File: src/design/cdi_pkg.sv
// Package for the complex double to int32 checker.
// Holds field widths and constants shared by the core and its conversion pipeline.
package cdi_pkg;
   localparam int unsigned DBL_W   = 64;
   localparam int unsigned INT_W   = 32;
   localparam int unsigned EXP_W   = 11;
   localparam int unsigned MANT_W  = 52;
   localparam logic [EXP_W-1:0] EXP_ALL_ONES = 11'h7FF;
   localparam logic [EXP_W-1:0] EXP_BIAS     = 11'd1023;
   localparam logic [EXP_W-1:0] EXP_MAX_OK   = 11'd1053; // bias + 30
   localparam logic [INT_W-1:0] SENTINEL     = 32'h8000_0000;

   typedef struct packed {
      logic       nan_any;
      logic       imag_nz;
      logic       real_zero;
      logic       real_bad;
      logic       sign;
   } cls_type;
endpackage

File: src/design/cdi_convert.sv
// Three-stage pipeline: classify, shift and check fraction, negate and pick result.
// Depends on cdi_pkg.
module cdi_convert (
   input  logic                        clock,
   input  logic                        reset,
   input  logic                        advance,
   input  logic                        in_valid,
   input  logic [cdi_pkg::DBL_W-1:0]   real_bits,
   input  logic [cdi_pkg::DBL_W-1:0]   imag_bits,
   output logic                        out_valid,
   output logic [cdi_pkg::INT_W-1:0]   int_value,
   output logic                        not_real,
   output logic                        inexact
);
   // Stage 1: classify both parts and compute the right shift amount.
   cdi_pkg::cls_type             s1_cls_ff, s1_cls_in;
   logic [cdi_pkg::MANT_W:0]     s1_sig_ff, s1_sig_in;
   logic [5:0]                   s1_sh_ff, s1_sh_in;
   logic                         s1_v_ff;
   logic [cdi_pkg::EXP_W-1:0]    re_e, im_e;
   logic [5:0]                   ue;

   always_comb begin
      re_e = real_bits[62:52];
      im_e = imag_bits[62:52];
      ue   = 6'(re_e - cdi_pkg::EXP_BIAS);
      s1_cls_in.nan_any = (re_e == cdi_pkg::EXP_ALL_ONES && real_bits[51:0] != '0) ||
                          (im_e == cdi_pkg::EXP_ALL_ONES && imag_bits[51:0] != '0);
      s1_cls_in.imag_nz   = imag_bits[62:0] != '0;
      s1_cls_in.real_zero = real_bits[62:0] == '0;
      s1_cls_in.real_bad  = re_e < cdi_pkg::EXP_BIAS || re_e > cdi_pkg::EXP_MAX_OK;
      s1_cls_in.sign      = real_bits[63];
      s1_sig_in = {1'b1, real_bits[51:0]};
      s1_sh_in  = 6'd52 - ue;
   end

   // Stage 2: shift down and check that no fraction bits were lost.
   cdi_pkg::cls_type             s2_cls_ff;
   logic [30:0]                  s2_mag_ff, s2_mag_in;
   logic                         s2_frac_ff, s2_frac_in;
   logic                         s2_v_ff;
   logic [cdi_pkg::MANT_W:0]     low_mask;

   always_comb begin
      low_mask   = ~({(cdi_pkg::MANT_W+1){1'b1}} << s1_sh_ff);
      s2_frac_in = (s1_sig_ff & low_mask) != '0;
      s2_mag_in  = 31'(s1_sig_ff >> s1_sh_ff);
   end

   // Stage 3: apply sign and choose the final result.
   logic [cdi_pkg::INT_W-1:0]    s3_val_ff, s3_val_in;
   logic                         s3_nn_ff, s3_nn_in, s3_bad_ff, s3_bad_in, s3_v_ff;
   logic [cdi_pkg::INT_W-1:0]    signed_mag;

   always_comb begin
      signed_mag = s2_cls_ff.sign ? (32'd0 - {1'b0, s2_mag_ff}) : {1'b0, s2_mag_ff};
      s3_val_in  = cdi_pkg::SENTINEL;
      s3_nn_in   = 1'b0;
      s3_bad_in  = 1'b0;
      priority if (s2_cls_ff.nan_any) begin
         s3_val_in = cdi_pkg::SENTINEL;
      end else if (s2_cls_ff.imag_nz) begin
         s3_nn_in = 1'b1;
      end else if (s2_cls_ff.real_zero) begin
         s3_val_in = '0;
      end else if (s2_cls_ff.real_bad || s2_frac_ff) begin
         s3_bad_in = 1'b1;
      end else begin
         s3_val_in = signed_mag;
      end
   end

   always_ff @(posedge clock) begin
      if (reset) begin
         s1_v_ff <= 1'b0;
         s2_v_ff <= 1'b0;
         s3_v_ff <= 1'b0;
      end else if (advance) begin
         s1_v_ff <= in_valid;
         s2_v_ff <= s1_v_ff;
         s3_v_ff <= s2_v_ff;
      end
   end

   always_ff @(posedge clock) begin
      if (advance) begin
         s1_cls_ff  <= s1_cls_in;
         s1_sig_ff  <= s1_sig_in;
         s1_sh_ff   <= s1_sh_in;
         s2_cls_ff  <= s1_cls_ff;
         s2_mag_ff  <= s2_mag_in;
         s2_frac_ff <= s2_frac_in;
         s3_val_ff  <= s3_val_in;
         s3_nn_ff   <= s3_nn_in;
         s3_bad_ff  <= s3_bad_in;
      end
   end

   assign out_valid = s3_v_ff;
   assign int_value = s3_val_ff;
   assign not_real  = s3_nn_ff;
   assign inexact   = s3_bad_ff;
endmodule

File: src/design/complex_double_to_int32_checker_core.sv
// Top level of the complex double to int32 checker.
// Depends on cdi_pkg and cdi_convert.
//
// Each request beat carries one complex value as two raw binary64 patterns and yields
// exactly one response beat. If either part is NaN the response is -2147483648 with both
// flags clear; a nonzero or infinite imaginary part (negative zero counts as zero) sets
// not_real; otherwise a real part that is not a finite whole number in
// -2147483647..2147483647 sets inexact, and the exact integer is returned if it is.
// convertible is the NOR of the two flags. The block accepts one beat per cycle
// while not stalled and passes it through a three-stage pipeline (classify, shift with
// fraction check, sign and select). The whole pipeline advances when the response
// register is empty or being taken, so backpressure stalls it without losing any beat.
module complex_double_to_int32_checker_core (
   input  logic                              clock,
   input  logic                              reset,
   input  logic                              req_valid,
   output logic                              req_ready,
   input  logic [cdi_pkg::DBL_W-1:0]         req_real_bits,
   input  logic [cdi_pkg::DBL_W-1:0]         req_imag_bits,
   output logic                              rsp_valid,
   input  logic                              rsp_ready,
   output logic signed [cdi_pkg::INT_W-1:0]  rsp_int_value,
   output logic                              rsp_not_real,
   output logic                              rsp_inexact,
   output logic                              rsp_convertible
);
   logic                       advance;
   logic                       pipe_valid;
   logic [cdi_pkg::INT_W-1:0]  pipe_value;
   logic                       pipe_nn;
   logic                       pipe_bad;

   // The last stage is the output register; it moves when empty or drained.
   assign advance   = !pipe_valid || rsp_ready;
   assign req_ready = advance;

   cdi_convert u_convert (
      .clock     (clock),
      .reset     (reset),
      .advance   (advance),
      .in_valid  (req_valid),
      .real_bits (req_real_bits),
      .imag_bits (req_imag_bits),
      .out_valid (pipe_valid),
      .int_value (pipe_value),
      .not_real  (pipe_nn),
      .inexact   (pipe_bad)
   );

   assign rsp_valid       = pipe_valid;
   assign rsp_int_value   = signed'(pipe_value);
   assign rsp_not_real    = pipe_nn;
   assign rsp_inexact     = pipe_bad;
   assign rsp_convertible = !(pipe_nn || pipe_bad);

   // The two flags never both appear on one beat.
   a_flags_excl: assert property (@(posedge clock) disable iff (reset)
      rsp_valid |-> !(rsp_not_real && rsp_inexact))
      else $error("both flags set");

   // Any flagged beat carries the sentinel value.
   a_flag_sentinel: assert property (@(posedge clock) disable iff (reset)
      (rsp_valid && !rsp_convertible) |-> (pipe_value == cdi_pkg::SENTINEL))
      else $error("flagged beat without sentinel");

   // A stalled response holds while the pipeline is frozen.
   a_stall_hold: assert property (@(posedge clock) disable iff (reset)
      (rsp_valid && !rsp_ready) |=> (rsp_valid && $stable(pipe_value)))
      else $error("response changed under stall");
endmodule
File: config.mk
export PLATFORM = sky130hd
export DESIGN_NAME = complex_double_to_int32_checker_core
export DESIGN_NICKNAME = d
export VERILOG_FILES = /design/src/design/cdi_pkg.sv /design/src/design/cdi_convert.sv /design/src/design/complex_double_to_int32_checker_core.sv
export SDC_FILE = /design/constraint.sdc
export NUM_CORES = 1
export LEC_CHECK = 0
export BUFFER_PORTS_ARGS = -buffer_cell sky130_fd_sc_hd__buf_2
export CORE_MARGIN = 5
export CORE_UTILIZATION = 60
export CTS_CLUSTER_DIAMETER = 40
export DETAILED_ROUTE_END_ITERATION = 8
export GPL_TIMING_DRIVEN = 0
export PLACE_DENSITY = 0.88
export SLEW_MARGIN = 30
export SYNTH_ARGS = -nofsm -noshare
export SYNTH_HDL_FRONTEND = slang
export SYNTH_SLANG_ARGS = --single-unit
export TNS_END_PERCENT = 50
File: constraint.sdc
create_clock -name clock -period 5.2 [get_ports clock]
set_input_delay 0.26 -clock clock [delete_from_list [all_inputs] [get_ports clock]]
set_output_delay 0.26 -clock clock [all_outputs]
set_load 0.005 [all_outputs]
---- After elaboration in Yosys (flattened, before gate mapping) ----
Index checks and enable logic that the tools add are counted.
storage, ports and cells
  register bits after elaboration ......... 137
  input bits .............................. 132
  logic and storage cells ................. 54
cells by class
  add/subtract/negate cells ............... 3
  $lt $le $gt $ge ......................... 2
  equal/unequal tests ..................... 2
  shifts and indexed selects .............. 2
  mux-type cells .......................... 5
  bitwise gates (word level) .............. 2
  reductions and logical operators ........ 17
operators with widths
  operator                                                       count
  nonzero test 52 bit                                            2
  two-way mux 32 bit                                             3
  zero test 63 bit                                               1
  nonzero test 63 bit                                            1
  AND 53 bit                                                     1
  NOT 53 bit                                                     1
  nonzero test 53 bit                                            1
  left shift 53 x 6 -> 53 bit (first input constant)             1
  right shift 53 x 6 -> 31 bit                                   1
  subtractor 1 x 31 -> 32 bit (first input constant)             1
  == test 11 bit (second input constant)                         2
  greater-than comparator 11 bit (second input constant)         1
  less-than comparator 11 x 10 -> 1 bit (second input constant)  1
  subtractor 6 bit (first input constant)                        1
  subtractor 6 bit (second input constant)                       1
  logical OR 1 bit                                               5
  OR reduction 4 bit                                             1
  OR reduction 3 bit                                             1
  logical AND 1 bit                                              2
  zero test 1 bit                                                2
  two-way mux 1 bit                                              2
  OR reduction 2 bit                                             1

---- Longest topological paths before layout ----
Gate-level depths: netlist (run 1).
  depth in word-level cells ............... 4
  mapped depth ............................ 10
  depth with buffers taken out ............ 6

---- By module ----
A second synthesis (run 1) with hierarchy kept.
second synthesis, totals
  cells, all modules ...................... 814
  area total of the unflattened synthesis .. 9018.6 um2
modules (own cells, without submodules)
  module                                instances  cells each  area an instance (um2)
  cdi_convert                           1          812         9008.6
  complex_double_to_int32_checker_core  1          2           10.0

---- Worst setup path after synthesis (run 1) ----
OpenSTA, ideal clock, no wires.
  kind .................................... register to register
  start ................................... register u_convert.s3_v_ff, in the netlist u_convert.out_valid
  end ..................................... register u_convert.s3_bad_ff, in the netlist u_convert.inexact, enable pin
  library setup time ...................... 0.490 ns
  data arrival time ....................... 3.119 ns
  slack ................................... 1.591 ns
  cell stages (with the launch flop) ...... 3
  period minus slack after synthesis ...... 3.609 ns
  cell sequence ........................... dfxtp_1 -> nor2b_1 -> inv_1
between the ends
  word-level cells in the longest chain between the ends .. 2
RTL lines
  item                    line                                        source
  start, declared         cdi_convert.sv:52                           logic s3_nn_ff, s3_nn_in, s3_bad_ff, s3_bad_in, s3_v_ff;
  start signal, assigned  cdi_convert.sv:81                           s3_v_ff <= s2_v_ff;
  zero test 1 bit         complex_double_to_int32_checker_core.sv:34  assign advance = !pipe_valid || rsp_ready;
  logical OR 1 bit        complex_double_to_int32_checker_core.sv:34
  named net req_ready     complex_double_to_int32_checker_core.sv:17  output logic req_ready,
  end signal, assigned    cdi_convert.sv:95                           s3_bad_ff <= s3_bad_in;
  end, declared           cdi_convert.sv:52
The timed path passes the listed nets, and every way through them passes these cells.
A chain may end at the register's enable or synchronous reset.

---- Worst setup path after layout (run 1) ----
  start ................................... register u_convert.s1_sh_ff[4]
  end ..................................... register u_convert.s2_mag_ff[13], data pin
between the ends
  word-level cells in the longest chain between the ends .. 1
RTL lines
  item                               line               source
  start, declared                    cdi_convert.sv:18  logic [5:0] s1_sh_ff, s1_sh_in;
  start signal, assigned             cdi_convert.sv:89  s1_sh_ff <= s1_sh_in;
  right shift 53 x 6 -> 31 bit       cdi_convert.sv:47  s2_mag_in = 31'(s1_sig_ff >> s1_sh_ff);
  named net u_convert.s2_mag_in[13]  cdi_convert.sv:39  logic [30:0] s2_mag_ff, s2_mag_in;
  end signal, assigned               cdi_convert.sv:91  s2_mag_ff <= s2_mag_in;
  end, declared                      cdi_convert.sv:39
The timed path passes the listed nets, and every way through them passes these cells.

==> insert_results.sql, run 1 <==
INSERT INTO impl_metrics (metric_group, metric, value, unit) VALUES
('status', 'run_status', 'finished clean', ''),
('pwr', 'switching_power', '1.17', 'mW'),
('timing', 'finalWorstSetupSlack', '2.20', 'ns'),
('synthesis', 'syn_inst', '848', ''),
('timing', 'timing.final.max_slew_violations', '0', ''),
('clock_tree', 'count_of_h_tree_levels_built_during_cts', '4', ''),
('setup_path', 'endpoint_kind', 'flop', ''),
('synthesis', 'synth_seq_area_share', '44.8', '%'),
('route', 'dr_total_vias', '8398', ''),
('synthesis', 'yosys_warnings', '0', ''),
('pwr', 'cellLeakagePower', '4.38', 'nW'),
('synthesis', 'synth_top_area_share', '44.1', '%'),
('place', 'final_gp_congestion', '1.05', ''),
('pwr', 'clk_pwr_share', '34.0', '%'),
('pwr', 'p_sw_share', '33.7', '%'),
('synthesis', 'yosys.area.top_type', 'edfxtp_1', ''),
('timing', 'timing.final.hold_violations', '0', ''),
('global_route', 'gr-total-overflow', '0', ''),
('timing', 'rsz0062_at_grt', 'false', ''),
('route', 'wl_per_cell', '24.8', 'um'),
('timing', 'setup_violations', '0', ''),
('setup_path', 'crit_path_max_fanout', '10', ''),
('clock_tree', 'insertion_delay', '0.43', 'ns'),
('synthesis', 'syn_nets', '983', ''),
('clock_tree', 'cts-root-to-sink-buffers', '2', ''),
('route', 'drt-initial-drc-count', '1151', ''),
('synthesis', 'post_synth_most_frequent_cells', 'edfxtp_1, nor2_1, nand2_1', ''),
('clock_tree', 'clock_tree_from_tritoncts', 'yes', ''),
('final_layout', 'layout-area-overhead-vs-synth', '18.5', '%'),
('setup_path', 'cp_common_cell', 'clkbuf_1', ''),
('global_route', 'grt_max_degree', '87', ''),
('run', 'maxCapViolCount', '0', ''),
('place', 'place_hpwl', '23500', 'um'),
('synthesis', 'synth_enable_flop_cells', '134', ''),
('pwr', 'vdd_ir_drop_max', '227', 'uV'),
('final_layout', 'area_of_the_multi_input_gates', '4670', 'sq um'),
('setup_path', 'cell_type_of_the_slowest_stage_on_the_worst_timing_path', 'o21ai_0', ''),
('final_layout', 'ff_latch_area', '4080', 'sq um'),
('setup_path', 'crit_required', '5.34', 'ns'),
('timing', 'achievable-frequency', '334', 'MHz'),
('synthesis', 'yosys.cell_types.count', '79', ''),
('clock_tree', 'cts.root.buffer_cell', 'clkbuf_16', ''),
('timing', 'setup_total_negative_slack', '0', 'ns'),
('final_layout', 'fillers', '1080', ''),
('global_route', 'grt_first_pass_wirelength', '46100', 'um'),
('timing', 'slew-limit-headroom', '49.6', '%'),
('global_route', 'grt_usage', '33.9', '%'),
('timing', 'clk_skew', '0.0109', 'ns'),
('synthesis', 'synthesis.area_per_instance', '10.8', 'sq um'),
('synthesis', 'syn-cell-area', '9120', 'sq um'),
('setup_path', 'max_stage_delay', '0.58', 'ns'),
('pwr', 'power_density', '321', 'nW/um^2'),
('pwr', 'comb_power_share', '24.2', '%'),
('setup_path', 'cp_cell_sequence', 'clkbuf_1, buf_1, nand2_1, clkbuf_1, o21ai_0', ''),
('floorplanning', 'io_pins', '169', ''),
('global_route', 'initial_antenna_violation_count', '0', ''),
('floorplanning', 'die_w', '133', 'um'),
('worst_hold_path', 'worstHoldPathType', 'primary input to flop', ''),
('timing', 'final_worst_path_period_need', '3.00', 'ns'),
('synthesis', 'ys_seq_elements', '137', ''),
('place', 'numPortBuffers', '167', ''),
('floorplanning', 'floorplan.initialDensity', '60.7', '%'),
('clock_tree', 'cts_hold_buffers', '0', ''),
('route', 'avgViaCountPerCell', '6.79', ''),
('synthesis', 'synth_top_flop_cell', 'edfxtp_1', ''),
('floorplanning', 'floorplan.rows', '45', ''),
('setup_path', 'cp_top_family', 'buffers and inverters', ''),
('final_layout', 'fin_nets', '1170', ''),
('synthesis', 'synth_top_cells_by_area', 'edfxtp_1, mux2i_1, mux4_2', ''),
('clock_tree', 'clk_pin_slew', '0.07', 'ns'),
('setup_path', 'timing.critical_path.from_type', 'flop', '');
==> registers in the layout (all words and copies together) (netlist names) <==
| register | cells |
|---|---|
| u_convert.inexact | 1 |
| u_convert.int_value | 32 |
| u_convert.not_real | 1 |
| u_convert.out_valid | 1 |
| u_convert.s1_cls_ff | 5 |
| u_convert.s1_sh_ff | 6 |
| u_convert.s1_sig_ff | 52 |
| u_convert.s1_v_ff | 1 |
| u_convert.s2_cls_ff | 5 |
| u_convert.s2_frac_ff | 1 |
| u_convert.s2_mag_ff | 31 |
| u_convert.s2_v_ff | 1 |
==> worst reg2reg max path: cells and delay by family, from the launching register on <==
| family | cells | cell delay (ns) |
|---|---|---|
| flops | 1 | 0.48 |
| simple gates | 1 | 0.32 |
| compound gates | 1 | 0.58 |
| buf+inv | 3 | 1.32 |
==> final timing paths <==
| kind | depth (start not counted) | to | slack [ns] | from |
|---|---|---|---|---|
| worst max register to register | 5 | u_convert.s2_mag_ff[13] | 2.20 | u_convert.s1_sh_ff[4] |
| worst min-delay path | 1 | u_convert.s1_cls_ff[0] | 0.01 | req_real_bits[63] |
| worst max-delay path | 5 | u_convert.s2_mag_ff[13] | 2.20 | u_convert.s1_sh_ff[4] |
| worst min register to register | 0 | u_convert.s2_cls_ff[0] | 0.41 | u_convert.s1_cls_ff[0] |
==> logic make-up after synthesis <==
logic type / share of synthesized area [%]
buffers and inverters: 4.01
DFF: 44.8
AOI/OAI and AO/OA: 15.1
and+or+nand+nor: 15.1
adders and majority gates: 0.631
xor gates and xnor gates: 2.98
muxes: 17.4
==> power groups by stage <==
| stage | Clock (mW) | Sequential [mW] | Combinational, mW |
|---|---|---|---|
| final | 1.18 | 1.45 | 0.840 |
| after global routing | 1.24 | 1.45 | 0.889 |
| after CTS | 1.18 | 1.44 | 0.812 |
| after detailed placement | 0 | 1.46 | 0.806 |
| after global placement | 0 | 1.46 | 0.797 |
| after floorplan | 0 | 1.42 | 0.542 |
==> cell usage in the layout, fill, tap and decap left out, types with 5 or more instances in the layout <==
master	n
buf_1	6
mux2_2	29
nor3b_1	5
nand3_1	18
inv_1	11
a21oi_1	35
a22oi_1	6
buf_2	181
nand4_1	12
o22ai_1	20
o211ai_1	13
nor2_1	87
buf_6	5
mux2i_1	53
a31oi_1	6
a21o_1	5
mux4_1	12
inv_6	5
edfxtp_1	134
nor4_1	36
nand2_1	83
o21ai_0	52
clkbuf_16	17
a211oi_1	8
mux4_2	17
clkbuf_1	24
o31ai_1	16
xor2_1	28
o21a_1	6
nor3_1	13
inv_8	5
==> area by class of cell <==
class	count	share of cell area [%]
buffer	55	2.86
clock buffer	17	3.94
clock inverter	15	1.41
inverter	15	0.591
multi-input combinational	641	43.2
sequential	137	37.8
tap	188	2.18
timing repair buffer	168	7.99
==> through the flow <==
stage	cells	total power [mW]	cell area, sq um	hold slack, ns	util (%)
3_3_place_gp	1203	2.25	10200	0.401	67.8
6_report	1236	3.46	10800	0.00974	71.9
4_1_cts	1236	3.43	10800	0.00495	71.9
2_1_floorplan	848	1.96	9120	0.329	-
5_1_grt	1236	3.58	10800	0.00601	71.9
3_5_place_dp	1204	2.27	10200	0.405	68.0
==> layer usage <==
layer | GRT usage (%) | up-vias | share of wire, %
met1 | 41.5 | 3897 | 36
met5 | 0 | - | 0
met3 | 5.59 | 141 | 9.6
met2 | 57.0 | 640 | 48
li1 | - | 3720 | -
met4 | 19.4 | 0 | 6.5
Power figures use the tool's default switching activity.
==> inputs of run 2 (changes only) <==
- CORE_UTILIZATION: 60 -> 57
- PLACE_DENSITY: 0.88 -> 0.85
- clock period: 5.2 -> 2.8 ns (I/O delays scaled with it)
==> insert_results.sql, run 2 (synthesis results as in run 1) <==
INSERT INTO impl_metrics (metric_group, metric, value, unit) VALUES
('final_layout', 'layout_commonest_cell', 'buf_2', ''),
('pwr', 'cellLeakagePower', '4.67', 'nW'),
('final_layout', 'largest_reg_flops', '52', ''),
('clock_tree', 'clk_pin_slew', '0.07', 'ns'),
('setup_path', 'crit_path_max_fanout', '10', ''),
('global_route', 'grt_max_degree', '36', ''),
('timing', 'setup_total_negative_slack', '-0.00849', 'ns'),
('route', 'detail-route-antenna-nets', '0', ''),
('route', 'met3_length', '3290', 'um'),
('clock_tree', 'clock_tree_from_tritoncts', 'yes', ''),
('pwr', 'cellInternalPower', '4.40', 'mW'),
('route', 'wl_per_cell', '24.8', 'um'),
('pwr', 'comb_power_share', '25.0', '%'),
('route', 'avgViaCountPerCell', '6.68', ''),
('pwr', 'clk_pwr_share', '34.2', '%'),
('floorplanning', 'floorplan.rows', '46', ''),
('setup_path', 'crit_required', '2.99', 'ns'),
('final_layout', 'layout_common_cells', 'buf_2, edfxtp_1, nor2_1', ''),
('setup_path', 'regToRegStartpoint', 'u_convert.s1_sh_ff[1]', ''),
('global_route', 'grt_first_pass_wirelength', '49500', 'um'),
('timing', 'final_min_period_over_clock_period', '100', '%'),
('worst_hold_path', 'hold_path_end', 'u_convert.s1_v_ff', ''),
('route', 'dr_total_vias', '8852', ''),
('floorplanning', 'die_area', '18600', 'sq um'),
('timing', 'clk_skew', '0.0166', 'ns'),
('worst_hold_path', 'worstHoldPathType', 'primary input to flop', ''),
('floorplanning', 'die-height', '137', 'um'),
('place', 'place_hpwl', '23600', 'um'),
('global_route', 'initial_antenna_violation_count', '0', ''),
('route', 'drc', '0', ''),
('place', 'pre_cts_ws', '0.0394', 'ns'),
('place', 'numPortBuffers', '167', ''),
('final_layout', 'drive_gt1_share', '26.8', '%'),
('clock_tree', 'cts_sinks', '137', ''),
('clock_tree', 'clock_buffer_count_from_cts', '17', ''),
('pwr', 'power_density', '571', 'nW/um^2'),
('status', 'run_status', 'finished with violations', ''),
('timing', 'timing.final.hold_violations', '0', ''),
('setup_path', 'worstReg2RegEnd', 'u_convert.s2_mag_ff[22]', ''),
('setup_path', 'reg2reg_depth', '7', ''),
('clock_tree', 'count_of_h_tree_levels_built_during_cts', '4', ''),
('setup_path', 'crit_path_kind', 'flop to flop', ''),
('pwr', 'vdd_ir_drop_max', '608', 'uV'),
('floorplanning', 'core_area', '15800', 'sq um'),
('pwr', 'power.share.sequential', '40.8', '%'),
('floorplanning', 'floorplan.initialDensity', '57.8', '%'),
('timing', 'finalWorstSetupSlack', '-0.00849', 'ns'),
('timing', 'timing.final.max_slew_violations', '0', ''),
('pwr', 'p_sw_share', '32.9', '%'),
('setup_path', 'cp_cell_sequence', 'buf_2, buf_2, buf_2, mux2_2, mux2i_1, mux2i_1, o21ai_0', ''),
('setup_path', 'endpoint_kind', 'flop', ''),
('global_route', 'grt_pass1_vias', '8782', ''),
('clock_tree', 'insertion_delay', '0.43', 'ns'),
('timing', 'worst_slew_pin_slew', '0.705', 'ns'),
('setup_path', 'cp_common_cell', 'buf_2', ''),
('timing', 'achievable-frequency', '356', 'MHz'),
('run', 'maxCapViolCount', '0', ''),
('final_layout', 'fin_nets', '1230', ''),
('timing', 'rsz0062_at_grt', 'false', ''),
('floorplanning', 'io_pins', '169', ''),
('setup_path', 'timing.critical_path.from_type', 'flop', ''),
('place', 'dp.cells', '1235', ''),
('route', 'met2_wirelength', '15900', 'um'),
('setup_path', 'timing.critical_path.arrival', '3.00', 'ns'),
('clock_tree', 'cts.root.buffer_cell', 'clkbuf_16', ''),
('place', 'final_gp_congestion', '1.03', ''),
('setup_path', 'worst-r2r-setup-slack', '-0.008', 'ns'),
('setup_path', 'cell_type_of_the_slowest_stage_on_the_worst_timing_path', 'edfxtp_1', ''),
('clock_tree', 'cts-root-to-sink-buffers', '2', ''),
('status', 'failing_checks', 'setup timing', ''),
('setup_path', 'cp_top_family', 'buffers and inverters', ''),
('setup_path', 'max_stage_delay', '0.48', 'ns'),
('final_layout', 'instances_no_fill', '1326', ''),
('final_layout', 'layout-area-overhead-vs-synth', '26.0', '%'),
('setup_path', 'worstPathBufferInverterCount', '3', ''),
('timing', 'slew-limit-headroom', '52.8', '%'),
('route', 'maxUsedRoutingLayer', 'met4', ''),
('worst_hold_path', 'hold-path-cell-count', '4', ''),
('timing', 'setup_violations', '1', ''),
('worst_hold_path', 'hold_path_startpoint', 'rsp_ready', ''),
('final_layout', 'largest-register', 'u_convert.s1_sig_ff', ''),
('route', 'drt-initial-drc-count', '906', ''),
('final_layout', 'fillers', '1113', ''),
('route', 'totalWireLength', '32900', 'um'),
('route', 'drtPass1Iterations', '7', ''),
('global_route', 'grt_usage', '35.3', '%'),
('floorplanning', 'die_w', '137', 'um'),
('pwr', 'switching_power', '2.16', 'mW'),
('timing', 'final_worst_path_period_need', '2.81', 'ns'),
('setup_path', 'crit_path_start', 'u_convert.s1_sh_ff[1]', ''),
('route', 'wirelength_met1', '11500', 'um'),
('global_route', 'gr-total-overflow', '0', '');
-- run 2: changes by cell type in the layout (fill, tap and decap cells not counted), sizes merged --
| cell | delta |
|---|---|
| dlygate4sd3 | +57 |
| clkbuf | +2 |
| diode | +2 |
| buf | +1 |
| bufinv | +1 |
| clkinvlp | -1 |
-- run 2: stage by stage --
stage,utilization [%],cell area [sq um],hold WS [ns],power [mW]
3_5_place_dp,65.5,10300,0.322,4.21
3_3_place_gp,64.9,10200,0.318,4.18
4_1_cts,72.8,11500,0.0186,6.48
6_report,72.9,11500,0.0303,6.56
2_1_floorplan,-,9130,0.205,3.64
5_1_grt,72.9,11500,0.0359,6.78
-- run 2: worst max-delay path by stage --
stage,endpoint,depth (start not counted)
after floorplan,u_convert.inexact,2
after global placement,u_convert.s1_sig_ff[45],2
after detailed placement,u_convert.s2_mag_ff[15],6
after CTS,u_convert.s2_mag_ff[15],6
after global routing,u_convert.s2_mag_ff[15],7
final,u_convert.s2_mag_ff[22],7
-- run 2: layout make-up --
class	instances	area, sq um	area share (%)
antenna	2	5.00	0.0435
multi-input combinational	641	4690	40.8
inverter	15	60.1	0.522
sequential	137	4090	35.5
buffer	55	314	2.73
tap	216	270	2.35
clock buffer	17	425	3.70
timing repair buffer	228	1490	13.0
clock inverter	15	156	1.36
-- run 2: worst reg2reg max path: cells and delay by family, from the launching register on --
family | cells | cell delay [ns]
buf+inv | 3 | 0.92
compound gates | 1 | 0.35
flops | 1 | 0.48
mux | 3 | 0.82
-- run 2: per-layer routing --
layer  GRT usage (%)  vias up
met2            59.0      690
met4            21.1        0
met1            41.3     4130
met3            8.35      198
met5               0        -
li1                -     3834
-- run 2: what timing repair did --
action | in CTS | in global routing
setup buffers | 0 | 0
hold buffers | 57 | 0
hold endpoints to repair | 58 | 0
setup endpoints to repair | 0 | 8
gates resized for setup | 0 | 8
-- run 2: power by group through the flow --
stage	logic (mW)	registers, mW	clock network, mW
finish	1.64	2.68	2.24
global route	1.74	2.69	2.35
CTS	1.57	2.66	2.25
detailed placement	1.50	2.71	0
global placement	1.48	2.70	0
floorplan	1.01	2.64	0
